$ cat src/design/mmx_pkg.sv
`timescale 1ns / 1ps
// Shared types and constants for the min/max extract store.
// Used by mmx_cell, mmx_rsp_queue, minmax_extract_store and the testbench; depends on nothing.
package mmx_pkg;

   localparam int CAPACITY = 256;
   localparam int VAL_W    = 20;
   localparam int TOTAL_W  = 63;

   typedef enum logic [1:0] {
      ST_OK    = 2'd0,
      ST_FULL  = 2'd1,
      ST_SHORT = 2'd2
   } status_type;

   typedef enum logic {
      MODE_INSERT = 1'b0,
      MODE_CLOSE  = 1'b1
   } mode_type;

   typedef struct packed {
      logic               mode;
      logic [VAL_W-1:0]   value;
   } req_type;

   typedef struct packed {
      logic [1:0]         status;
      logic [VAL_W-1:0]   max_value;
      logic [VAL_W-1:0]   min_value;
      logic [VAL_W-1:0]   difference;
      logic [TOTAL_W-1:0] running_total;
   } rsp_type;

   // Command broadcast to every cell of the row.
   typedef struct packed {
      logic               insert;
      logic               close;
      logic [VAL_W-1:0]   value;
   } cell_cmd_type;

   // What a cell shows to its neighbors.
   typedef struct packed {
      logic               valid;
      logic               lo_keep;
      logic               hi_keep;
      logic [VAL_W-1:0]   lo;
      logic [VAL_W-1:0]   hi;
   } cell_link_type;

   // Left of cell 0: always valid and keeping, so a new value lands in cell 0.
   localparam cell_link_type LINK_LEFT_EDGE =
      '{valid: 1'b1, lo_keep: 1'b1, hi_keep: 1'b1, lo: '0, hi: '0};
   // Right of the last cell: empty.
   localparam cell_link_type LINK_RIGHT_EDGE =
      '{valid: 1'b0, lo_keep: 1'b0, hi_keep: 1'b0, lo: '0, hi: '0};

endpackage

$ cat src/design/mmx_rsp_queue.sv
`timescale 1ns / 1ps
// Two-entry result queue between the cell row and the result channel.
// Depends on mmx_pkg.
module mmx_rsp_queue (
   input  logic             clock,
   input  logic             reset,
   input  logic             push,
   input  mmx_pkg::rsp_type push_data,
   output logic             full,
   output logic             rsp_valid,
   input  logic             rsp_ready,
   output mmx_pkg::rsp_type rsp_payload
);
   import mmx_pkg::*;

   rsp_type    entry_ff [2];
   logic       wr_ptr_ff, wr_ptr_in;
   logic       rd_ptr_ff, rd_ptr_in;
   logic [1:0] count_ff, count_in;
   logic       pop;

   assign full        = (count_ff == 2'd2);
   assign rsp_valid   = (count_ff != 2'd0);
   assign rsp_payload = entry_ff[rd_ptr_ff];
   assign pop         = rsp_valid && rsp_ready;

   always_comb begin
      wr_ptr_in = push ? ~wr_ptr_ff : wr_ptr_ff;
      rd_ptr_in = pop  ? ~rd_ptr_ff : rd_ptr_ff;
      count_in  = count_ff + {1'b0, push} - {1'b0, pop};
   end

   always_ff @(posedge clock) begin
      if (reset) begin
         wr_ptr_ff <= 1'b0;
         rd_ptr_ff <= 1'b0;
         count_ff  <= 2'd0;
      end else begin
         wr_ptr_ff <= wr_ptr_in;
         rd_ptr_ff <= rd_ptr_in;
         count_ff  <= count_in;
      end
      if (push) begin
         entry_ff[wr_ptr_ff] <= push_data;
      end
   end

endmodule

$ cat config.mk
export PLATFORM = sky130hd
export DESIGN_NAME = mmx_rsp_queue
export DESIGN_NICKNAME = d
export VERILOG_FILES = /design/src/design/mmx_pkg.sv /design/src/design/mmx_rsp_queue.sv
export SDC_FILE = /design/constraint.sdc
export NUM_CORES = 1
export LEC_CHECK = 0
export BUFFER_PORTS_ARGS = -buffer_cell sky130_fd_sc_hd__buf_2
export CORE_MARGIN = 8
export CORE_UTILIZATION = 47
export DETAILED_ROUTE_END_ITERATION = 8
export PLACE_DENSITY_LB_ADDON = 0.1
export SLEW_MARGIN = 25
export SYNTH_ARGS = -nofsm -noshare
export SYNTH_HDL_FRONTEND = slang
export SYNTH_SLANG_ARGS = --single-unit
$ cat constraint.sdc
create_clock -name clock -period 6.8 [get_ports clock]
set_input_delay 1.36 -clock clock [delete_from_list [all_inputs] [get_ports clock]]
set_output_delay 1.36 -clock clock [all_outputs]
set_load 0.03 [all_outputs]
==> results of run 1 <==
-- where the power goes --
group / total [W] / switching, W / internal [W]
Combinational: 0.00104 / 0.000631 / 0.000405
Sequential: 0.00189 / 0.0000500 / 0.00184
Clock: 0.00139 / 0.000550 / 0.000837
-- stage by stage --
stage / util [%] / setup slack, ns
global route: 59.5 / 2.58
detailed placement: 55.1 / 3.00
floorplan: - / 1.74
finish: 59.6 / 2.74
global placement: 55.1 / 3.05
CTS: 59.4 / 2.46
-- cell families after synthesis --
logic type	share of synthesized area (%)
DFF	80.4
muxes	17.1
buffers and inverters	1.28
and+or+nand+nor	0.516
xor gates and xnor gates	0.331
adders and majority gates	0.265
AOI/OAI and AO/OA	0.0794
-- worst reg2reg max path, stage by stage (launching register included) --
cell and delay [ns]:
dfxtp_1 0.40, and2_4 0.78, buf_4 0.85
-- registers in the layout, summed over array words and instances (netlist names), named ones only --
name and count:
rd_ptr_ff 1, entry_ff 250, wr_ptr_ff 1, count_ff 2
-- cell usage in the layout (no fill, tap or decap), types with 2 or more instances in the layout --
| cell | instances |
|---|---|
| buf_2 | 255 |
| edfxtp_1 | 250 |
| mux2_2 | 77 |
| mux2_4 | 50 |
| clkbuf_16 | 27 |
| clkinv_2 | 7 |
| clkbuf_1 | 5 |
| buf_4 | 5 |
| diode_2 | 4 |
| clkinv_1 | 4 |
| dfxtp_1 | 4 |
| nor2b_1 | 3 |
| nor2_1 | 3 |
| bufinv_16 | 3 |
| inv_1 | 2 |
| ha_1 | 2 |
| clkinvlp_4 | 2 |
-- area by class of cell --
class                      instances  area (um2)  share of cell area (%)
sequential                       255        7610                    64.0
multi-input combinational        141        1740                    14.6
timing repair buffer             261        1340                    11.3
clock buffer                      32         694                    5.84
tap                              270         338                    2.84
clock inverter                    16         155                    1.30
antenna                            4        10.0                  0.0841
inverter                           2        7.51                  0.0631
-- routing by layer --
metal	up-vias	share of wire, %
li1	2200	-
met1	2318	37
met2	186	48
met3	34	12
met4	10	1.8
met5	-	0.29
-- worst paths after layout --
check	end	startpoint	slack, ns	cells past startpoint
min	wr_ptr_ff	wr_ptr_ff	0.59	2
max	rsp_payload[73]	flop	2.74	4
min reg2reg	wr_ptr_ff	wr_ptr_ff	0.59	2
max reg2reg	entry_ff[1][64]	wr_ptr_ff	4.35	2
==> results.yml, run 1 <==
run_status:
  run_status: "complete, no violations"
clocking:
  clkSinkCount: 255
  htree_num_levels: 1
  cts_hold_repair.buffers: 0
  clk_latency_ns: 0.51
  clock_tree_from_tritoncts: "done"
  post_cts_resized: 0
  cts_setup_buffers: 0
  clock-root-buffer: "clkbuf_16"
  cts_buffer_depth: 3
  cts_buffer_count: 26
  clk_transition_reported_paths_ns: 0.06
die:
  placement_rows: 52
  ioPinCount: 256
  die_footprint_um2: 24900
  chipHeight_um: 158
  design.core.area_um2: 20000
  starting_density_of_the_core_pct: 47.4
  die_w_um: 158
route:
  finalWirelength_um: 19400
  final_routed_wire_length_divided_by_cell_count_um: 19.8
  drtAntennaViolNets: 0
  firstDrtPassIters: 5
  total_number_of_vias: 4748
  route.detailed.vias_per_inst: 4.84
  first_iter_violations: 275
  route.detailed.drc: 0
timing:
  timing.max_slew.rel_slack_pct: 38.1
  worst_pin_slew_ns: 0.928
  finalClockSkew_ns: 0.0111
  final.setup.tns_ns: 0
  achievable-frequency_ghz: 0.247
  setup_violations: 0
  layout_worst_path_cycle_share_pct: 59.6
  hold_viol_final: 0
  fin_crit_ns: 4.06
  timing.final.max_slew_violations: 0
  fin_hold_ws_ns: 0.591
  rsz_0062_raised_after_global_routing: "false"
critical_path:
  worst_ep_arrival_time_ns: 2.70
  critical_path_fanouts_max: 46
  timing.setup.critical_path_class: "reg -> out"
  nature_of_the_critical_path_endpoint: "output port"
  slowest_stage_cell_crit_path: "dfxtp_4"
  worstSetupStartpointType: "flop"
  critPathTopFamily: "buffers and inverters"
  critical_path.n_buffers_inverters: 3
  crit_chain: "buf_16, buf_4, mux2_2, buf_2"
  crit_path_max_incr_delay_ns: 0.64
  worstPathRequired_ns: 5.44
yosys:
  synth.lib_cells_used.distinct: 15
  syn_avg_cell_area_um2: 23.0
  post_synth_instance_area_um2: 9460
  synth_seq_cells: 255
  post_synthesis_cell_count: 412
  synth_nets: 543
  synth_most_common_cell: "edfxtp_1"
  netlist.area_leader.share_pct: 79.4
  postSynth.topFlopCell: "edfxtp_1"
  synth-edff-count: 250
  ys_async_sr_fraction_pct: 0
  synth.yosys.seq_area_share_pct: 80.4
  yosys.area.top_type: "edfxtp_1"
  netlist_top_cells_area: "edfxtp_1 (79%), mux2_2 (9.2%), mux2_4 (7.9%), dfxtp_1 (1.1%), buf_6 (0.83%)"
  yosys_warning_count: 0
  yosys-top-cells-count: "edfxtp_1 (250), mux2_2 (77), mux2_4 (50), buf_2 (7), buf_6 (7)"
final_layout:
  nNetsFinal: 818
  filler_cell_count: 1542
  final-instance-count-excl-fill: 981
  final_layout_size_suffix_gt1_share_pct: 61.0
  final_cell_area_um2: 11900
  area_growth_pct: 25.8
placement:
  weighted_congestion_at_the_end_of_routability_driven_global_placement: 0.738
  dp_cells: 928
  portBuffers: 255
  dpl.hpwl_um: 13300
  dpl_cell_area_um2: 11000
grt:
  antenna_found_initial: 9
  grt.met3_usage_pct: 7.34
  grt_max_degree: 74
  grt_pass1_wl_um: 28600
  groute.usage.overall_pct: 15.0
  grt.busiest_layer: "met2"
  via_count_of_the_first_global_routing_pass: 5202
  met2_usage_pct: 25.1
  met1_usage_pct: 16.8
  grt_overflow_total: 0
pwr:
  total_leakage_power_nw: 4.56
  power_density_nw_per_um2: 363
  worst_ir_drop_on_vdd_uv: 219
  total_power_w: 0.00432
hold_path:
  hold_class: "reg -> reg"
job:
  drv_cap: 0
No activity file was read; power rests on OpenSTA's default activity.
==> inputs of run 2 (changes only) <==
- ABC_AREA: unset -> 1
- clock period: 6.8 -> 3.37 ns (I/O delays scaled with it)
==> run 2 against run 1 <==
  * Global-route usage is essentially flat
  * Worst hold slack lost 0.26 ns
  * Die area is essentially flat
  * Cell area about the same
  * Routed wire length is 0.68% lower
  * Combinational power rose by 91%
  * Register-to-register slack worse by 2.8 ns
  * Critical path type unchanged
  * Critical path depth shrank 1
  * First-iteration DRC count decreased by 24%
  * Clock skew rose by 0.015 ns
  * Sequential power increased by 99%
  * Via count increased by 1.1%
==> results.yml, run 2 <==
die:
  die_w_um: 158
  starting_density_of_the_core_pct: 47.3
  chipHeight_um: 158
  ioPinCount: 256
  design.core.area_um2: 20000
  placement_rows: 52
  die_footprint_um2: 24900
route:
  drtAntennaViolNets: 0
  route.detailed.drc: 0
  final_routed_wire_length_divided_by_cell_count_um: 19.5
  finalWirelength_um: 19300
  route.detailed.vias_per_inst: 4.85
  total_number_of_vias: 4801
  firstDrtPassIters: 4
  first_iter_violations: 210
final_layout:
  largest_reg_flops: 250
  layout_common_cells: "buf_2 (255), edfxtp_1 (250), mux2_2 (75)"
  ant_diodes: 0
  final-instance-count-excl-fill: 990
  fin_util_pct: 59.6
  final_layout_size_suffix_gt1_share_pct: 58.8
  nNetsFinal: 833
  largestRegisters: "entry_ff (250), count_ff (2)"
  filler_cell_count: 1549
  largest-register: "entry_ff"
  final_common_cell: "buf_2"
  area_growth_pct: 25.9
critical_path:
  timing.setup.critical_path_class: "reg -> out"
  crit_path_max_incr_delay_ns: 0.57
  worstPathRequired_ns: 2.70
  crit_chain: "buf_12, mux2_2, buf_2"
  nature_of_the_critical_path_endpoint: "output port"
  critical_path.n_buffers_inverters: 2
  worstSetupStartpointType: "flop"
  critPathTopFamily: "flip-flops"
  critical_path_fanouts_max: 58
  r2r_setup_slack_ns: 1.55
  slowest_stage_cell_crit_path: "dfxtp_4"
  worst_ep_arrival_time_ns: 2.09
timing:
  hold_viol_final: 0
  final.setup.tns_ns: 0
  fin_crit_ns: 2.76
  timing.final.max_slew_violations: 0
  achievable-frequency_ghz: 0.362
  worst_slack_ns: 0.611
  rsz_0062_raised_after_global_routing: "false"
  setup_violations: 0
  timing.max_slew.rel_slack_pct: 49.4
  finalClockSkew_ns: 0.0258
  worst_pin_slew_ns: 0.757
  layout_worst_path_cycle_share_pct: 81.9
grt:
  via_count_of_the_first_global_routing_pass: 5198
  grt_pass1_wl_um: 28500
  antenna_found_initial: 5
  groute.usage.overall_pct: 15.0
  grt_overflow_total: 0
  grt_max_degree: 78
pwr:
  worst_ir_drop_on_vdd_uv: 552
  power_density_nw_per_um2: 708
  total_leakage_power_nw: 4.57
  total_power_w: 0.00843
clocking:
  cts_hold_repair.buffers: 0
  clk_latency_ns: 0.53
  clock_tree_from_tritoncts: "done"
  cts_buffer_depth: 3
  clock-root-buffer: "clkbuf_16"
  clk_transition_reported_paths_ns: 0.06
  clkSinkCount: 255
  htree_num_levels: 1
  cts_buffer_count: 26
  post_cts_resized: 0
  cts_setup_buffers: 0
yosys:
  synth.lib_cells_used.distinct: 13
  post_synthesis_cell_count: 425
  postSynth.topFlopCell: "edfxtp_1"
  synth-edff-count: 250
  yosys.area.top_type: "edfxtp_1"
  netlist_top_cells_area: "edfxtp_1 (79%), mux2_2 (8.9%), mux2_4 (7.9%), dfxtp_1 (1.1%), buf_6 (0.83%)"
  synth_seq_cells: 255
  netlist.area_leader.share_pct: 79.4
  ys_async_sr_fraction_pct: 0
  yosys_warning_count: 0
  post_synth_instance_area_um2: 9460
  synth_most_common_cell: "edfxtp_1"
  synth.yosys.seq_area_share_pct: 80.5
  yosys-top-cells-count: "edfxtp_1 (250), mux2_2 (75), mux2_4 (50), nor2_1 (10), inv_1 (9)"
  syn_avg_cell_area_um2: 22.2
  synth_nets: 556
placement:
  dp_slack_ns: 1.06
  portBuffers: 255
  weighted_congestion_at_the_end_of_routability_driven_global_placement: 0.754
  dpl.hpwl_um: 13300
  dp_cells: 944
run_status:
  run_status: "complete, no violations"
hold_path:
  hold_class: "in -> reg"
job:
  drv_cap: 0
[run 2: final cells by class]
type,count,area [um2],area share [%]
inverter,9,37.5,0.315
clock buffer,34,681,5.72
tap,270,338,2.84
sequential,255,7610,63.9
clock inverter,12,116,0.978
multi-input combinational,147,1710,14.3
timing repair buffer,263,1410,11.9
[run 2: routing by layer]
metal,track usage (%),wire [um],up-vias
li1,-,-,2221
met4,4.58,460,10
met1,17.6,7460,2318
met3,6.22,2200,46
met2,24.7,9100,206
met5,0,57,-
[run 2: cell families (layout without fill, tap and decap cells)]
logic type | Yosys count | count (layout) | share of synthesized area (%)
flops | 255 | 255 | 80.5
compound gates | 1 | 1 | 0.0529
buf+inv | 23 | 318 | 1.56
simple gates | 19 | 19 | 0.794
mux | 125 | 125 | 16.9
fa+ha+maj | 2 | 2 | 0.265
[run 2: path summary, 6_finish.rpt]
kind | start | end | depth (start not counted)
worst max-delay path | flop | rsp_payload[10] | 3
worst min-delay path | push_data[25] | entry_ff[0][25] | 1
worst max register to register | wr_ptr_ff | entry_ff[1][103] | 3
worst min register to register | rd_ptr_ff | flop | 2
[run 2: worst reg2reg max path: cells and delay by family, from the launching register on]
kind / cells / cell delay [ns]
buffers and inverters: 2 / 1.08
DFF: 1 / 0.34
and+or+nand+nor: 1 / 0.11
[run 2: where the power goes]
group,internal [W],switching [W]
clock,0.00157,0.00110
combinational,0.000760,0.00123
sequential,0.00369,0.0000839
[run 2: per-stage QoR]
step,hold slack (ns),area (um2)
final,0.326,11900
after global placement,0.490,11100
after floorplan,0.467,9470
after global routing,0.305,11900
after CTS,0.301,11900
after detailed placement,0.494,11100
==> inputs of run 3 (changes only) <==
- CORE_UTILIZATION: 47 -> 52
- clock period: 3.37 -> 2.8 ns (I/O delays scaled with it)
==> run 3 against run 2 <==
  * Non-clock buffer count is the same
  * Power grew 20%
  * Sequential cell count did not move
  * Clock-buffer cell count fell by 7
  * Via count up 0.79%
==> results.yml, run 3 (same netlist as run 2, synthesis figures left out) <==
pwr:
  total_leakage_power_nw: 4.58
  seqPwrFrac_pct: 44.6
  switching_share_pct: 28.5
  total_power_w: 0.0101
  pwr-share-comb_pct: 23.9
  cellInternalPower_w: 0.00726
  worst_ir_drop_on_vdd_uv: 872
  share_clk_of_total_power_pct: 31.5
  power_density_nw_per_um2: 856
  p_sw_w: 0.00289
clocking:
  cts_hold_repair.buffers: 0
  cts_buffer_depth: 3
  clock_tree_from_tritoncts: "done"
  post_cts_resized: 0
  clock-root-buffer: "clkbuf_16"
  clk_latency_ns: 0.50
  cts_buffer_count: 25
  htree_num_levels: 1
  clk_transition_reported_paths_ns: 0.06
  clkSinkCount: 255
  cts_setup_buffers: 0
grt:
  grt.met3_usage_pct: 6.33
  grt_max_degree: 100
  antenna_found_initial: 9
  met1_usage_pct: 18.4
  grt_overflow_total: 0
  grt.busiest_layer: "met2"
  grt_pass1_wl_um: 28500
  met2_usage_pct: 27.9
  groute.usage.overall_pct: 16.5
  via_count_of_the_first_global_routing_pass: 5240
final_layout:
  nNetsFinal: 832
  largestRegisters: "entry_ff (250), count_ff (2)"
  fin_util_pct: 66.2
  final_layout_size_suffix_gt1_share_pct: 59.8
  largest_reg_flops: 250
  filler_cell_count: 1231
  area_growth_pct: 25.4
  largest-register: "entry_ff"
  final-instance-count-excl-fill: 951
  multiInputGateArea_um2: 1720
  final_common_cell: "buf_2"
  layout_common_cells: "buf_2 (255), edfxtp_1 (250), mux2_2 (75)"
  final-seq-area_um2: 7610
timing:
  timing.final.max_slew_violations: 0
  rsz_0062_raised_after_global_routing: "false"
  fin_crit_ns: 2.47
  hold_viol_final: 0
  worst_pin_slew_ns: 0.574
  finalClockSkew_ns: 0.00684
  achievable-frequency_ghz: 0.406
  timing.max_slew.rel_slack_pct: 61.7
  fin_hold_ws_ns: 0.239
  setup_violations: 0
  layout_worst_path_cycle_share_pct: 88.0
critical_path:
  critical_path_fanouts_max: 56
  worstPathRequired_ns: 2.24
  worstSetupStartpointType: "flop"
  timing.setup.critical_path_class: "reg -> out"
  nature_of_the_critical_path_endpoint: "output port"
  worst_ep_arrival_time_ns: 1.91
route:
  first_iter_violations: 251
  route.detailed.drc: 0
  firstDrtPassIters: 5
  total_number_of_vias: 4839
  finalWirelength_um: 19400
  route.detailed.vias_per_inst: 5.09
  drtAntennaViolNets: 0
  final_routed_wire_length_divided_by_cell_count_um: 20.4
die:
  ioPinCount: 256
  starting_density_of_the_core_pct: 52.8
  chipHeight_um: 151
  die_w_um: 151
  placement_rows: 49
  die_footprint_um2: 22800
  design.core.area_um2: 17900
run_status:
  run_status: "complete, no violations"
placement:
  weighted_congestion_at_the_end_of_routability_driven_global_placement: 0.750
  dpl.hpwl_um: 13700
  portBuffers: 255
  dp_cells: 903
hold_path:
  hold_class: "in -> reg"
job:
  drv_cap: 0
## run 3: cell types whose count changed in the layout (fill, tap and decap cells not counted), sizes merged
cell      before  now
diode          0    3
clkinv         9   15
bufinv         2    3
clkbuf        34   27
clkinvlp       2    1
## run 3: final timing paths
kind / start / endpoint / slack (ns) / cells after the start
setup / recovery: flop / rsp_payload[2] / 0.33 / 3
hold / removal: push_data[62] / entry_ff[1][62] / 0.24 / 1
setup reg to reg: wr_ptr_ff / entry_ff[0][98] / 1.25 / 2
hold reg to reg: rd_ptr_ff / rd_ptr_ff / 0.52 / 2
## run 3: final cells by class
type	instances	share of cell area, %
Inverter	9	0.422
Antenna cell	3	0.0633
Clock buffer	27	5.34
Sequential cell	255	64.2
Timing Repair Buffer	263	11.7
Tap cell	229	2.42
Multi-Input combinational cell	147	14.5
Clock inverter	18	1.33
## run 3: power groups by stage
| stage | Clock, W | Combinational (W) | Sequential (W) |
|---|---|---|---|
| after CTS | 0.00328 | 0.00245 | 0.00452 |
| after global routing | 0.00342 | 0.00256 | 0.00454 |
| final | 0.00320 | 0.00243 | 0.00452 |
| after floorplan | 0 | 0.00183 | 0.00457 |
| after detailed placement | 0 | 0.00245 | 0.00460 |
| after global placement | 0 | 0.00242 | 0.00459 |
## run 3: per-layer routing
| layer | vias up | share of wire (%) |
|---|---|---|
| met2 | 202 | 51 |
| met3 | 44 | 10 |
| met1 | 2355 | 36 |
| met4 | 12 | 2.7 |
| met5 | - | 0.32 |
| li1 | 2226 | - |
## run 3: worst max-delay path, stage by stage, from the launching register on
cell     delay, ns
dfxtp_4       0.44
buf_12        0.32
mux2_2        0.38
buf_2         0.18
## run 3: stage by stage
stage | setup slack, ns | area [um2] | TNS, ns
after detailed placement | 0.785 | 11100 | 0
after global placement | 0.841 | 11100 | 0
after floorplan | -0.0405 | 9500 | -9.90
after CTS | 0.309 | 11800 | 0
final | 0.335 | 11900 | 0
after global routing | 0.257 | 11900 | 0
