==> src/design/mmx_pkg.sv <==
`timescale 1ns / 1ps
// Shared types and constants for the min/max extract store.
// Used by mmx_cell, mmx_rsp_queue, minmax_extract_store and the testbench; depends on nothing.
package mmx_pkg;

   localparam int CAPACITY = 256;
   localparam int VAL_W    = 20;
   localparam int TOTAL_W  = 63;

   typedef enum logic [1:0] {
      ST_OK    = 2'd0,
      ST_FULL  = 2'd1,
      ST_SHORT = 2'd2
   } status_type;

   typedef enum logic {
      MODE_INSERT = 1'b0,
      MODE_CLOSE  = 1'b1
   } mode_type;

   typedef struct packed {
      logic               mode;
      logic [VAL_W-1:0]   value;
   } req_type;

   typedef struct packed {
      logic [1:0]         status;
      logic [VAL_W-1:0]   max_value;
      logic [VAL_W-1:0]   min_value;
      logic [VAL_W-1:0]   difference;
      logic [TOTAL_W-1:0] running_total;
   } rsp_type;

   // Command broadcast to every cell of the row.
   typedef struct packed {
      logic               insert;
      logic               close;
      logic [VAL_W-1:0]   value;
   } cell_cmd_type;

   // What a cell shows to its neighbors.
   typedef struct packed {
      logic               valid;
      logic               lo_keep;
      logic               hi_keep;
      logic [VAL_W-1:0]   lo;
      logic [VAL_W-1:0]   hi;
   } cell_link_type;

   // Left of cell 0: always valid and keeping, so a new value lands in cell 0.
   localparam cell_link_type LINK_LEFT_EDGE =
      '{valid: 1'b1, lo_keep: 1'b1, hi_keep: 1'b1, lo: '0, hi: '0};
   // Right of the last cell: empty.
   localparam cell_link_type LINK_RIGHT_EDGE =
      '{valid: 1'b0, lo_keep: 1'b0, hi_keep: 1'b0, lo: '0, hi: '0};

endpackage

==> src/design/mmx_cell.sv <==
`timescale 1ns / 1ps
// One cell of the sorted row: holds the i-th smallest and the i-th largest value.
// Depends on mmx_pkg.
module mmx_cell (
   input  logic                  clock,
   input  logic                  reset,
   input  mmx_pkg::cell_cmd_type cmd,
   input  mmx_pkg::cell_link_type left,
   input  mmx_pkg::cell_link_type right1,
   input  mmx_pkg::cell_link_type right2,
   output mmx_pkg::cell_link_type self
);
   import mmx_pkg::*;

   logic             valid_ff, valid_in;
   logic [VAL_W-1:0] lo_ff, lo_in;
   logic [VAL_W-1:0] hi_ff, hi_in;
   logic             lo_keep, hi_keep;

   // The ascending copy treats an empty cell as plus infinity, the descending
   // copy as minus infinity, so an empty cell never keeps its contents.
   assign lo_keep = valid_ff && (lo_ff <= cmd.value);
   assign hi_keep = valid_ff && (hi_ff >= cmd.value);

   always_comb begin
      valid_in = valid_ff;
      lo_in    = lo_ff;
      hi_in    = hi_ff;
      if (cmd.insert) begin
         valid_in = valid_ff | left.valid;
         lo_in    = lo_keep ? lo_ff : (left.lo_keep ? cmd.value : left.lo);
         hi_in    = hi_keep ? hi_ff : (left.hi_keep ? cmd.value : left.hi);
      end else if (cmd.close) begin
         // Minimum leaves at the head; the maximum drops off the tail,
         // so the occupied length shrinks by two.
         valid_in = right2.valid;
         lo_in    = right1.lo;
         hi_in    = right1.hi;
      end
   end

   always_ff @(posedge clock) begin
      if (reset) begin
         valid_ff <= 1'b0;
      end else begin
         valid_ff <= valid_in;
      end
      lo_ff <= lo_in;
      hi_ff <= hi_in;
   end

   assign self = '{valid: valid_ff, lo_keep: lo_keep, hi_keep: hi_keep,
                   lo: lo_ff, hi: hi_ff};

endmodule

==> config.mk <==
export PLATFORM = sky130hd
export DESIGN_NAME = mmx_cell
export DESIGN_NICKNAME = d
export VERILOG_FILES = /design/src/design/mmx_pkg.sv /design/src/design/mmx_cell.sv
export SDC_FILE = /design/constraint.sdc
export NUM_CORES = 1
export LEC_CHECK = 0
export BUFFER_PORTS_ARGS = -buffer_cell sky130_fd_sc_hd__buf_4
export CORE_AREA = 5 5 82 103
export CTS_BUF_LIST = sky130_fd_sc_hd__clkbuf_8 sky130_fd_sc_hd__clkbuf_16
export DETAILED_ROUTE_END_ITERATION = 12
export DIE_AREA = 0 0 87 108
export PLACE_DENSITY = 0.79
export SYNTH_ARGS = -nofsm -noshare
export SYNTH_HDL_FRONTEND = slang
export SYNTH_SLANG_ARGS = --single-unit
==> constraint.sdc <==
create_clock -name clock -period 4 [get_ports clock]
set_clock_uncertainty 0.1 [all_clocks]
set_input_delay 0.8 -clock clock [delete_from_list [all_inputs] [get_ports clock]]
set_output_delay 0.8 -clock clock [all_outputs]
set_load 0.05 [all_outputs]
==> impl_table.tex, run 1 <==
\begin{tabular}{lr}
\hline
Metric & Value \\
\hline
\multicolumn{2}{l}{\textbf{Power and ir drop}} \\
\quad Power density normalized to cell area & 320.1 nW/um2 \\
\quad Sw Ratio & 0.3619 \\
\quad Part of the total power dissipated in the clock network & 0.196 \\
\quad Fraction of power consumed by combinational cells & 0.402 \\
\quad Sequential share of power & 0.402 \\
\quad Total internal power & 884.0 uW \\
\quad Leakage power figure & 0.002115 uW \\
\quad Max VDD drop & 0.1504 mV \\
\quad Power spent charging and discharging nets & 501.4 uW \\
\multicolumn{2}{l}{\textbf{Global routing}} \\
\quad Initial antenna violation count & 0 \\
\quad Largest net degree at the start of global routing & 87 \\
\quad Number of global-route vias before repair & 2849 \\
\quad Global-route wire length before repair & 13250 um \\
\quad Residual overflow from global routing & 0 \\
\quad Overall Global Routing Usage & 0.1782 \\
\multicolumn{2}{l}{\textbf{STA}} \\
\quad Final setup margin & 0.5161 ns \\
\quad Top achievable clock speed & 287.0 MHz \\
\quad Max-slew violations & 0 \\
\quad Final worst path period share & 0.8710 \\
\quad Time the worst path needs with I/O delays and setup & 3.484 ns \\
\quad WHS & 0.5499 ns \\
\quad RSZ-0062 raised after global routing & false \\
\quad Number of hold-slack violations in the final timing report & 0 \\
\quad Number of setup violations in the final report & 0 \\
\quad Worst max-slew margin expressed relative to the limit & 0.4679 \\
\quad Slew @ Worst Pin & 0.7982 ns \\
\quad Setup TNS after final layout & 0 ns \\
\multicolumn{2}{l}{\textbf{Detailed routing}} \\
\quad Average detailed-routed wire length per instance & 15.97 um \\
\quad DR vias & 2846 \\
\quad Highest routed metal layer & met4 \\
\quad M1 WL & 3288 um \\
\quad Sum of met3 wire segment lengths after detailed routing & 861 um \\
\quad Post-route antenna net violation count & 0 \\
\quad Average via count per standard cell & 5.175 \\
\quad Iteration-0 DRC Markers & 66 \\
\quad Sum of met2 wire segment lengths after detailed routing & 4566 um \\
\quad Iteration count of the initial detailed-routing pass & 4 \\
\quad Total detailed-routing wirelength & 8781 um \\
\quad \# DRC & 0 \\
\multicolumn{2}{l}{\textbf{Setup path}} \\
\quad Critical path data arrival time & 2.58 ns \\
\quad Kind of cell adding the most delay to the critical path & compound AO/OA/AOI/OAI gates \\
\quad Critical path peak fanout & 3 \\
\quad List of cells traversed by the critical path & buf\_4 -> inv\_1 -> ha\_1 -> a21o\_1 -> a221o\_1 -> a221oi\_2 -> o31ai\_1 -> and2\_2 -> buf\_4 \\
\quad Sort of element at the end of the critical path & output port \\
\quad Data required time of the worst path & 3.10 ns \\
\quad Slack of the worst reg-to-reg path & 1.45 ns \\
\quad Highest cell delay on the worst timing path & 0.36 ns \\
\quad Worst path most repeated cell & buf\_4 \\
\quad Crit Path Class & input port to output port \\
\quad Kind of start point of the critical path & input port \\
\quad CP Buf/Inv Count & 3 \\
\quad CP max stage cell & a221o\_1 \\
\multicolumn{2}{l}{\textbf{Clock tree}} \\
\quad CTS clk-pin slew, worst paths & 0.08 ns \\
\quad Root cell of the clock tree & clkbuf\_8 \\
\quad Clk Latency, worst-skew pair & 0.28 ns \\
\quad Sinks on the clock net & 41 \\
\quad Inserted Clock Buffers & 5 \\
\quad Post-CTS Resized & 0 \\
\quad Hold buffers post-CTS & 0 \\
\quad Buffer depth of the longest clock path & 2 \\
\quad Setup bufs post-CTS & 0 \\
\quad Number of H-tree levels & 2 \\
\quad CTS tree & done \\
\multicolumn{2}{l}{\textbf{Layout}} \\
\quad Growth of design area from synthesis to finish & 41.88\% \\
\quad Post-layout utilization of the core & 0.5918 \\
\quad Fillcell total & 641 \\
\quad Final layout net count & 650 \\
\quad Number of antenna repair diodes & 0 \\
\quad Proportion of layout cells with a drive suffix above 1 & 0.3559 \\
\multicolumn{2}{l}{\textbf{Placed design}} \\
\quad Pre-CTS setup slack & 0.5248 ns \\
\quad I/O Buffers & 150 \\
\quad Detail Placement HPWL & 7167 um \\
\quad Last weighted congestion value of the routability-driven placer & 0.8233 \\
\multicolumn{2}{l}{\textbf{Job}} \\
\quad Reported max-cap violation count & 0 \\
\multicolumn{2}{l}{\textbf{Synth}} \\
\quad Library cells used by synthesis & 34 \\
\quad Synth area leaders & edfxtp\_1 (39\%), ha\_1 (16\%), mux2i\_1 (13\%) \\
\quad Synth Area per Inst & 9.715 um2 \\
\quad Number of synthesized flops with an enable pin & 40 \\
\quad Number of synthesis warnings & 0 \\
\quad Async S/R FF share, synth & 0 \\
\quad Cells after Synth & 314 \\
\quad Number of synthesized register bits & 41 \\
\quad Synth Cell Area & 3050 um2 \\
\quad Top-area cell type share of the netlist area & 0.3938 \\
\quad Most instantiated flip-flop cell in the synthesis netlist & edfxtp\_1 \\
\quad Post-synthesis cell type with the largest combined area & edfxtp\_1 \\
\quad Post-Synthesis Net Count & 507 \\
\quad Cell types with the highest counts after synthesis & a21oi\_1 (55), nor2\_1 (48), edfxtp\_1 (40), ha\_1 (40), mux2i\_1 (40) \\
\quad Cell with the most instances after synthesis & a21oi\_1 \\
\quad Sequential element share of the synthesized area & 0.4003 \\
\multicolumn{2}{l}{\textbf{Floorplanning}} \\
\quad Number of ports placed on the die boundary & 196 \\
\quad Die height & 108 um \\
\quad Number of standard-cell rows in the floorplan & 35 \\
\quad Horizontal extent of the die & 87 um \\
\quad Initial Utilization & 0.4171 \\
\quad Placeable core region & 7313 um2 \\
\quad Total die area & 9396 um2 \\
\multicolumn{2}{l}{\textbf{Status}} \\
\quad Status & complete, no violations \\
\multicolumn{2}{l}{\textbf{Min path}} \\
\quad Class of the most critical hold timing path & register to register \\
\hline
\end{tabular}
==> kinds of logic after synthesis <==
kind of cell               synth area share
DFF                                  0.4003
AOI/OAI and AO/OA                    0.1419
adders and majority gates            0.1641
and+or+nand+nor                      0.1095
muxes                                0.1313
buffers and inverters               0.05291
==> placed cells by master, fill, tap and decap left out <==
cell type / count
a211oi_1: 2
a21o_1: 1
a21oi_1: 55
a221o_1: 1
a221oi_2: 1
a31oi_2: 1
a41o_1: 1
a41oi_1: 1
and2_2: 1
and3_2: 1
and4_1: 1
buf_4: 152
clkbuf_8: 6
dfxtp_1: 1
edfxtp_1: 40
ha_1: 40
inv_1: 25
mux2i_1: 40
nand2_1: 12
nand2b_1: 1
nand3_1: 4
nand4_1: 4
nor2_1: 48
nor3_1: 2
nor3b_1: 2
nor4b_1: 1
o211ai_1: 1
o21a_1: 1
o21ai_0: 9
o21ba_2: 1
o21bai_1: 1
o31ai_1: 1
==> metal layers <==
metal	vias to the layer above	global-route usage
li1	1434	-
met1	1298	0.2004
met2	109	0.3284
met3	5	0.05488
met4	0	0.03341
met5	-	0
==> power groups by stage <==
stage / sequential, uW / clock [uW] / combinational [uW]
finish: 557 / 271 / 557
floorplan: 712 / 0 / 198
global placement: 565 / 0 / 549
global route: 564 / 293 / 602
detailed placement: 568 / 0 / 562
CTS: 558 / 284 / 563
==> worst reg2reg max path, cell delays in order (launching register included) <==
cell      delay [ns]
edfxtp_1        0.42
ha_1            0.31
a21o_1          0.18
a221o_1         0.36
a221oi_2        0.28
o31ai_1         0.13
a31oi_2         0.23
buf_4           0.25
==> through the flow <==
step	area [um2]	power, uW	cells
2_1_floorplan	3050	910.0	314
3_3_place_gp	4238	1114	542
3_5_place_dp	4238	1130	542
4_1_cts	4328	1405	550
5_1_grt	4328	1459	550
6_report	4328	1385	550
==> state kept, by name (all words and copies together), names as in the netlist <==
register,count
valid_ff,1
lo_ff,20
hi_ff,20
==> area by class of cell <==
class / count / area (um2) / share of cell area
Timing Repair Buffer: 152 / 1141 / 0.2637
Sequential cell: 41 / 1221 / 0.2822
Clock buffer: 6 / 82.58 / 0.01908
Inverter: 23 / 86.33 / 0.01995
Multi-Input combinational cell: 234 / 1674 / 0.3868
Clock inverter: 2 / 7.507 / 0.001735
Tap cell: 92 / 115.1 / 0.02660
==> worst paths after layout <==
check             depth (start not counted)  startpoint        end
setup / recovery                          9     cmd[14]   self[40]
hold / removal                            2    valid_ff   valid_ff
setup reg to reg                          7   hi_ff[14]  hi_ff[17]
hold reg to reg                           2    valid_ff   valid_ff
No activity file was read; power rests on OpenSTA's default activity.
==> run 2, diff against run 1 <==
Settings changed: CELL_PAD_IN_SITES_DETAIL_PLACEMENT from default to 0, CELL_PAD_IN_SITES_GLOBAL_PLACEMENT from default to 1, CORE_AREA 5 5 82 103 to 5 5 97 121, DIE_AREA 0 0 87 108 to 0 0 102 126, MAX_ROUTING_LAYER from default to met4, PLACE_DENSITY 0.79 to default, PLACE_DENSITY_LB_ADDON from default to 0.1.
==> run 2 against run 1 <==
Against the previous run:
- non-clock buffer count grew 1
- combinational power is essentially flat
- sequential cell count is the same
==> impl_table.tex, run 2 (synthesized netlist as in run 1, its figures left out) <==
\begin{tabular}{lr}
\hline
Metric & Value \\
\hline
\multicolumn{2}{l}{\textbf{STA}} \\
\quad Top achievable clock speed & 279.6 MHz \\
\quad Number of setup violations in the final report & 0 \\
\quad Final worst path period share & 0.8941 \\
\quad Time the worst path needs with I/O delays and setup & 3.577 ns \\
\quad Setup TNS after final layout & 0 ns \\
\quad Final setup margin & 0.4235 ns \\
\quad Slew @ Worst Pin & 0.6849 ns \\
\quad Number of hold-slack violations in the final timing report & 0 \\
\quad Max-slew violations & 0 \\
\quad RSZ-0062 raised after global routing & false \\
\quad Worst max-slew margin expressed relative to the limit & 0.5434 \\
\multicolumn{2}{l}{\textbf{Setup path}} \\
\quad Critical path data arrival time & 2.68 ns \\
\quad Crit Path Class & input port to output port \\
\quad Sort of element at the end of the critical path & output port \\
\quad Slack of the worst reg-to-reg path & 1.37 ns \\
\quad Critical path peak fanout & 3 \\
\quad Data required time of the worst path & 3.10 ns \\
\quad Kind of start point of the critical path & input port \\
\multicolumn{2}{l}{\textbf{Power and ir drop}} \\
\quad Leakage power figure & 0.002136 uW \\
\quad Power density normalized to cell area & 339.1 nW/um2 \\
\quad Max VDD drop & 0.1535 mV \\
\multicolumn{2}{l}{\textbf{Clock tree}} \\
\quad CTS tree & done \\
\quad Clk Latency, worst-skew pair & 0.28 ns \\
\quad Post-CTS Resized & 0 \\
\quad Hold buffers post-CTS & 0 \\
\quad Inserted Clock Buffers & 5 \\
\quad Sinks on the clock net & 41 \\
\quad Number of H-tree levels & 2 \\
\quad Setup bufs post-CTS & 0 \\
\quad Root cell of the clock tree & clkbuf\_16 \\
\quad CTS clk-pin slew, worst paths & 0.06 ns \\
\quad Buffer depth of the longest clock path & 2 \\
\multicolumn{2}{l}{\textbf{Placed design}} \\
\quad I/O Buffers & 150 \\
\quad Last weighted congestion value of the routability-driven placer & 0.7359 \\
\quad Pre-CTS setup slack & 0.3917 ns \\
\quad Detail Placement HPWL & 7585 um \\
\quad Cell area reported after detailed placement & 4304 um2 \\
\multicolumn{2}{l}{\textbf{Detailed routing}} \\
\quad Average via count per standard cell & 4.723 \\
\quad Iteration-0 DRC Markers & 72 \\
\quad Post-route antenna net violation count & 0 \\
\quad \# DRC & 0 \\
\quad Total detailed-routing wirelength & 9351 um \\
\quad Iteration count of the initial detailed-routing pass & 4 \\
\quad DR vias & 2791 \\
\quad Average detailed-routed wire length per instance & 15.82 um \\
\multicolumn{2}{l}{\textbf{Layout}} \\
\quad Growth of design area from synthesis to finish & 45.61\% \\
\quad Post-layout utilization of the core & 0.4247 \\
\quad Proportion of layout cells with a drive suffix above 1 & 0.3573 \\
\quad Number of antenna repair diodes & 0 \\
\quad Final layout net count & 651 \\
\quad Regs by FF count & hi\_ff x20, lo\_ff x20, valid\_ff x1 \\
\quad Most common cell after layout, fill and taps aside & buf\_4 \\
\quad Final design instance area without fill & 4442 um2 \\
\quad Leading cell types in the layout, fill and taps excluded & buf\_4 (153), a21oi\_1 (55), nor2\_1 (48) \\
\multicolumn{2}{l}{\textbf{Job}} \\
\quad Reported max-cap violation count & 0 \\
\multicolumn{2}{l}{\textbf{Floorplanning}} \\
\quad Number of ports placed on the die boundary & 196 \\
\quad Total die area & 12850 um2 \\
\quad Placeable core region & 10460 um2 \\
\quad Initial Utilization & 0.2917 \\
\quad Number of standard-cell rows in the floorplan & 42 \\
\quad Horizontal extent of the die & 102 um \\
\quad Die height & 126 um \\
\multicolumn{2}{l}{\textbf{Global routing}} \\
\quad Residual overflow from global routing & 0 \\
\quad Overall Global Routing Usage & 0.1515 \\
\quad Initial antenna violation count & 0 \\
\quad Global-route wire length before repair & 14660 um \\
\quad Number of global-route vias before repair & 2934 \\
\quad Largest net degree at the start of global routing & 66 \\
\multicolumn{2}{l}{\textbf{Min path}} \\
\quad Class of the most critical hold timing path & register to register \\
\multicolumn{2}{l}{\textbf{Status}} \\
\quad Status & complete, no violations \\
\hline
\end{tabular}
## run 2: worst paths after layout
kind / start / endpoint / depth (start not counted)
worst max-delay path: cmd[14] / self[40] / 9
worst min-delay path: valid_ff / valid_ff / 2
worst max register to register: hi_ff[14] / hi_ff[13] / 7
worst min register to register: valid_ff / valid_ff / 2
## run 2: cell type report
type | count | area [um2]
flip-flops and latches | 41 | 1221
fillers | 1066 | 6016
well taps | 132 | 165.2
repair buffers | 153 | 1149
multi-input cells | 234 | 1683
clock inverters | 3 | 12.51
clock buffers | 5 | 125.1
inverters | 23 | 86.33
## run 2: report_power, final
group	switching [uW]	total, uW	leakage, uW	internal [uW]
combinational	338	557	0.00166	219
clock	162	388	0.0000687	226
sequential	30.8	561	0.000404	530
total	531	1510	0.00214	975
## run 2: routing by layer
| layer | wire, um | track usage | part of all wire |
|---|---|---|---|
| met5 | 0 | - | 0 |
| met4 | 153 | 0.04324 | 0.016 |
| met3 | 557 | 0.03263 | 0.060 |
| met2 | 4756 | 0.2576 | 0.51 |
| met1 | 3882 | 0.1783 | 0.42 |
## run 2: worst max-delay path, stage by stage
cell and delay [ns]:
buf_4 0.09, inv_1 0.06, ha_1 0.30, a21o_1 0.19, a221o_1 0.36, a221oi_2 0.28
o31ai_1 0.18, and2_2 0.23, buf_4 0.19
## run 2: stage by stage
stage | hold slack [ns] | instances | power, uW
6_report | 0.5413 | 591 | 1506
3_3_place_gp | 0.5188 | 583 | 1131
3_5_place_dp | 0.5214 | 583 | 1136
4_1_cts | 0.5329 | 591 | 1530
2_1_floorplan | 0.4350 | 314 | 910.0
5_1_grt | 0.5727 | 591 | 1596
==> run 3, diff against run 2 <==
Settings changed: CTS_CLUSTER_DIAMETER from default to 200, REMOVE_ABC_BUFFERS from default to 1.
==> run 3 against run 2 <==
Against the previous run:
- global-route usage fell by 0.61 points
- cell count is the same
- largest power group unchanged
- critical endpoint unchanged
- power about the same
- utilization stayed put
- non-clock buffer count unchanged
- highest routed layer unchanged
==> impl_table.tex, run 3 (synthesized netlist as in run 1, its figures left out) <==
\begin{tabular}{lr}
\hline
Metric & Value \\
\hline
\multicolumn{2}{l}{\textbf{Status}} \\
\quad Status & complete, no violations \\
\multicolumn{2}{l}{\textbf{Power and ir drop}} \\
\quad Power density normalized to cell area & 339.1 nW/um2 \\
\quad Leakage power figure & 0.002136 uW \\
\quad Max VDD drop & 0.1401 mV \\
\multicolumn{2}{l}{\textbf{Global routing}} \\
\quad Largest net degree at the start of global routing & 81 \\
\quad Global-route wire length before repair & 14030 um \\
\quad Number of global-route vias before repair & 2836 \\
\quad Initial antenna violation count & 0 \\
\quad Residual overflow from global routing & 0 \\
\quad Overall Global Routing Usage & 0.1454 \\
\multicolumn{2}{l}{\textbf{Setup path}} \\
\quad Crit Path Class & input port to output port \\
\quad Critical path peak fanout & 3 \\
\quad CP max stage cell & o31ai\_1 \\
\quad Slack of the worst reg-to-reg path & 1.39 ns \\
\quad Data required time of the worst path & 3.10 ns \\
\quad CP Buf/Inv Count & 3 \\
\quad Worst path most repeated cell & buf\_4 \\
\quad Kind of cell adding the most delay to the critical path & compound AO/OA/AOI/OAI gates \\
\quad Crit. path cell count & 9 \\
\quad Worst reg2reg endpoint & hi\_ff[15] \\
\quad Reg2Reg Launch Point & hi\_ff[14] \\
\quad Sort of element at the end of the critical path & output port \\
\quad Kind of start point of the critical path & input port \\
\quad Critical path data arrival time & 2.69 ns \\
\quad Launching element of the worst setup path & cmd[9] \\
\quad Cell depth of the worst flop-to-flop path & 7 \\
\quad List of cells traversed by the critical path & buf\_4 -> inv\_1 -> ha\_1 -> a21oi\_1 -> o21ai\_0 -> a211oi\_1 -> o31ai\_1 -> and2\_2 -> buf\_4 \\
\quad Highest cell delay on the worst timing path & 0.52 ns \\
\multicolumn{2}{l}{\textbf{Placed design}} \\
\quad I/O Buffers & 150 \\
\quad Pre-CTS setup slack & 0.3923 ns \\
\quad Last weighted congestion value of the routability-driven placer & 0.7142 \\
\quad Cell area reported after detailed placement & 4304 um2 \\
\quad Detail Placement HPWL & 7358 um \\
\multicolumn{2}{l}{\textbf{STA}} \\
\quad Slew @ Worst Pin & 0.7411 ns \\
\quad RSZ-0062 raised after global routing & false \\
\quad Number of setup violations in the final report & 0 \\
\quad WHS & 0.5227 ns \\
\quad Top achievable clock speed & 278.6 MHz \\
\quad Setup TNS after final layout & 0 ns \\
\quad Final worst path period share & 0.8974 \\
\quad Worst max-slew margin expressed relative to the limit & 0.5059 \\
\quad Max-slew violations & 0 \\
\quad Final setup margin & 0.4103 ns \\
\quad Number of hold-slack violations in the final timing report & 0 \\
\quad Time the worst path needs with I/O delays and setup & 3.590 ns \\
\multicolumn{2}{l}{\textbf{Detailed routing}} \\
\quad Sum of met2 wire segment lengths after detailed routing & 4907 um \\
\quad Post-route antenna net violation count & 0 \\
\quad Iteration-0 DRC Markers & 54 \\
\quad Total detailed-routing wirelength & 9271 um \\
\quad Average detailed-routed wire length per instance & 15.69 um \\
\quad M1 WL & 3686 um \\
\quad DR vias & 2717 \\
\quad Average via count per standard cell & 4.597 \\
\quad Sum of met3 wire segment lengths after detailed routing & 580 um \\
\quad Highest routed metal layer & met4 \\
\quad \# DRC & 0 \\
\quad Iteration count of the initial detailed-routing pass & 4 \\
\multicolumn{2}{l}{\textbf{Floorplanning}} \\
\quad Total die area & 12850 um2 \\
\quad Horizontal extent of the die & 102 um \\
\quad Number of standard-cell rows in the floorplan & 42 \\
\quad Initial Utilization & 0.2917 \\
\quad Placeable core region & 10460 um2 \\
\quad Die height & 126 um \\
\quad Number of ports placed on the die boundary & 196 \\
\multicolumn{2}{l}{\textbf{Layout}} \\
\quad Proportion of layout cells with a drive suffix above 1 & 0.3573 \\
\quad Leading cell types in the layout, fill and taps excluded & buf\_4 (153), a21oi\_1 (55), nor2\_1 (48) \\
\quad Final layout net count & 651 \\
\quad Growth of design area from synthesis to finish & 45.61\% \\
\quad Most common cell after layout, fill and taps aside & buf\_4 \\
\quad Number of antenna repair diodes & 0 \\
\quad Sequential cell area & 1221 um2 \\
\quad Fillcell total & 1055 \\
\quad Regs by FF count & hi\_ff x20, lo\_ff x20, valid\_ff x1 \\
\quad Multi-input combinational cell area & 1683 um2 \\
\quad Final design instance area without fill & 4442 um2 \\
\multicolumn{2}{l}{\textbf{Clock tree}} \\
\quad Setup bufs post-CTS & 0 \\
\quad Sinks on the clock net & 41 \\
\quad Buffer depth of the longest clock path & 2 \\
\quad Hold buffers post-CTS & 0 \\
\quad Number of H-tree levels & 2 \\
\quad Clk Latency, worst-skew pair & 0.28 ns \\
\quad CTS tree & done \\
\quad Post-CTS Resized & 0 \\
\quad Inserted Clock Buffers & 5 \\
\quad Root cell of the clock tree & clkbuf\_16 \\
\quad CTS clk-pin slew, worst paths & 0.06 ns \\
\multicolumn{2}{l}{\textbf{Job}} \\
\quad Reported max-cap violation count & 0 \\
\multicolumn{2}{l}{\textbf{Min path}} \\
\quad Hold Crit Depth & 2 \\
\quad HP Start & valid\_ff \\
\quad End point of the worst hold path & valid\_ff \\
\quad Class of the most critical hold timing path & register to register \\
\hline
\end{tabular}
==> run 3: cell counts in the layout (fill, tap and decap cells not counted) <==
Identical to the previous run, type by type.
==> run 3: how the worst max path moves through the flow <==
stage	endpoint	slack [ns]
2_1_floorplan	hi_ff[0]	0.39
3_3_place_gp	self[40]	0.38
3_5_place_dp	self[40]	0.39
4_1_cts	self[40]	0.37
5_1_grt	self[40]	0.29
6_report	self[40]	0.41
==> run 3: through the flow <==
stage                     cells  total power, uW    util
final                       591             1506  0.4247
after global routing        591             1596  0.4247
after CTS                   591             1532  0.4247
after detailed placement    583             1136  0.4116
after global placement      583             1133  0.4116
after floorplan             298            887.7       -
==> run 3: layer usage <==
| layer | track usage | vias to the layer above |
|---|---|---|
| met5 | - | - |
| met4 | 0.03320 | 0 |
| met3 | 0.03042 | 6 |
| met2 | 0.2576 | 80 |
| met1 | 0.1660 | 1200 |
| li1 | - | 1431 |
==> run 3: power by group <==
group	leakage (uW)	internal [uW]	switching (uW)
sequential	0.000404	530	29.1
combinational	0.00166	219	339
clock	0.0000687	226	163
==> run 3: layout make-up <==
cell class / count / share of cell area
tap: 132 / 0.03718
clock buffer: 5 / 0.02817
multi-input combinational: 234 / 0.3789
clock inverter: 3 / 0.002817
inverter: 23 / 0.01944
sequential: 41 / 0.2749
timing repair buffer: 153 / 0.2586
==> run 3: worst register-to-register path: cells and delay by family, from the launching register on <==
family,cells,cell delay (ns)
AO/OA/AOI/OAI,5,1.21
adder cells (fa/ha/maj),1,0.31
buffers and inverters,1,0.25
flip-flops,1,0.43
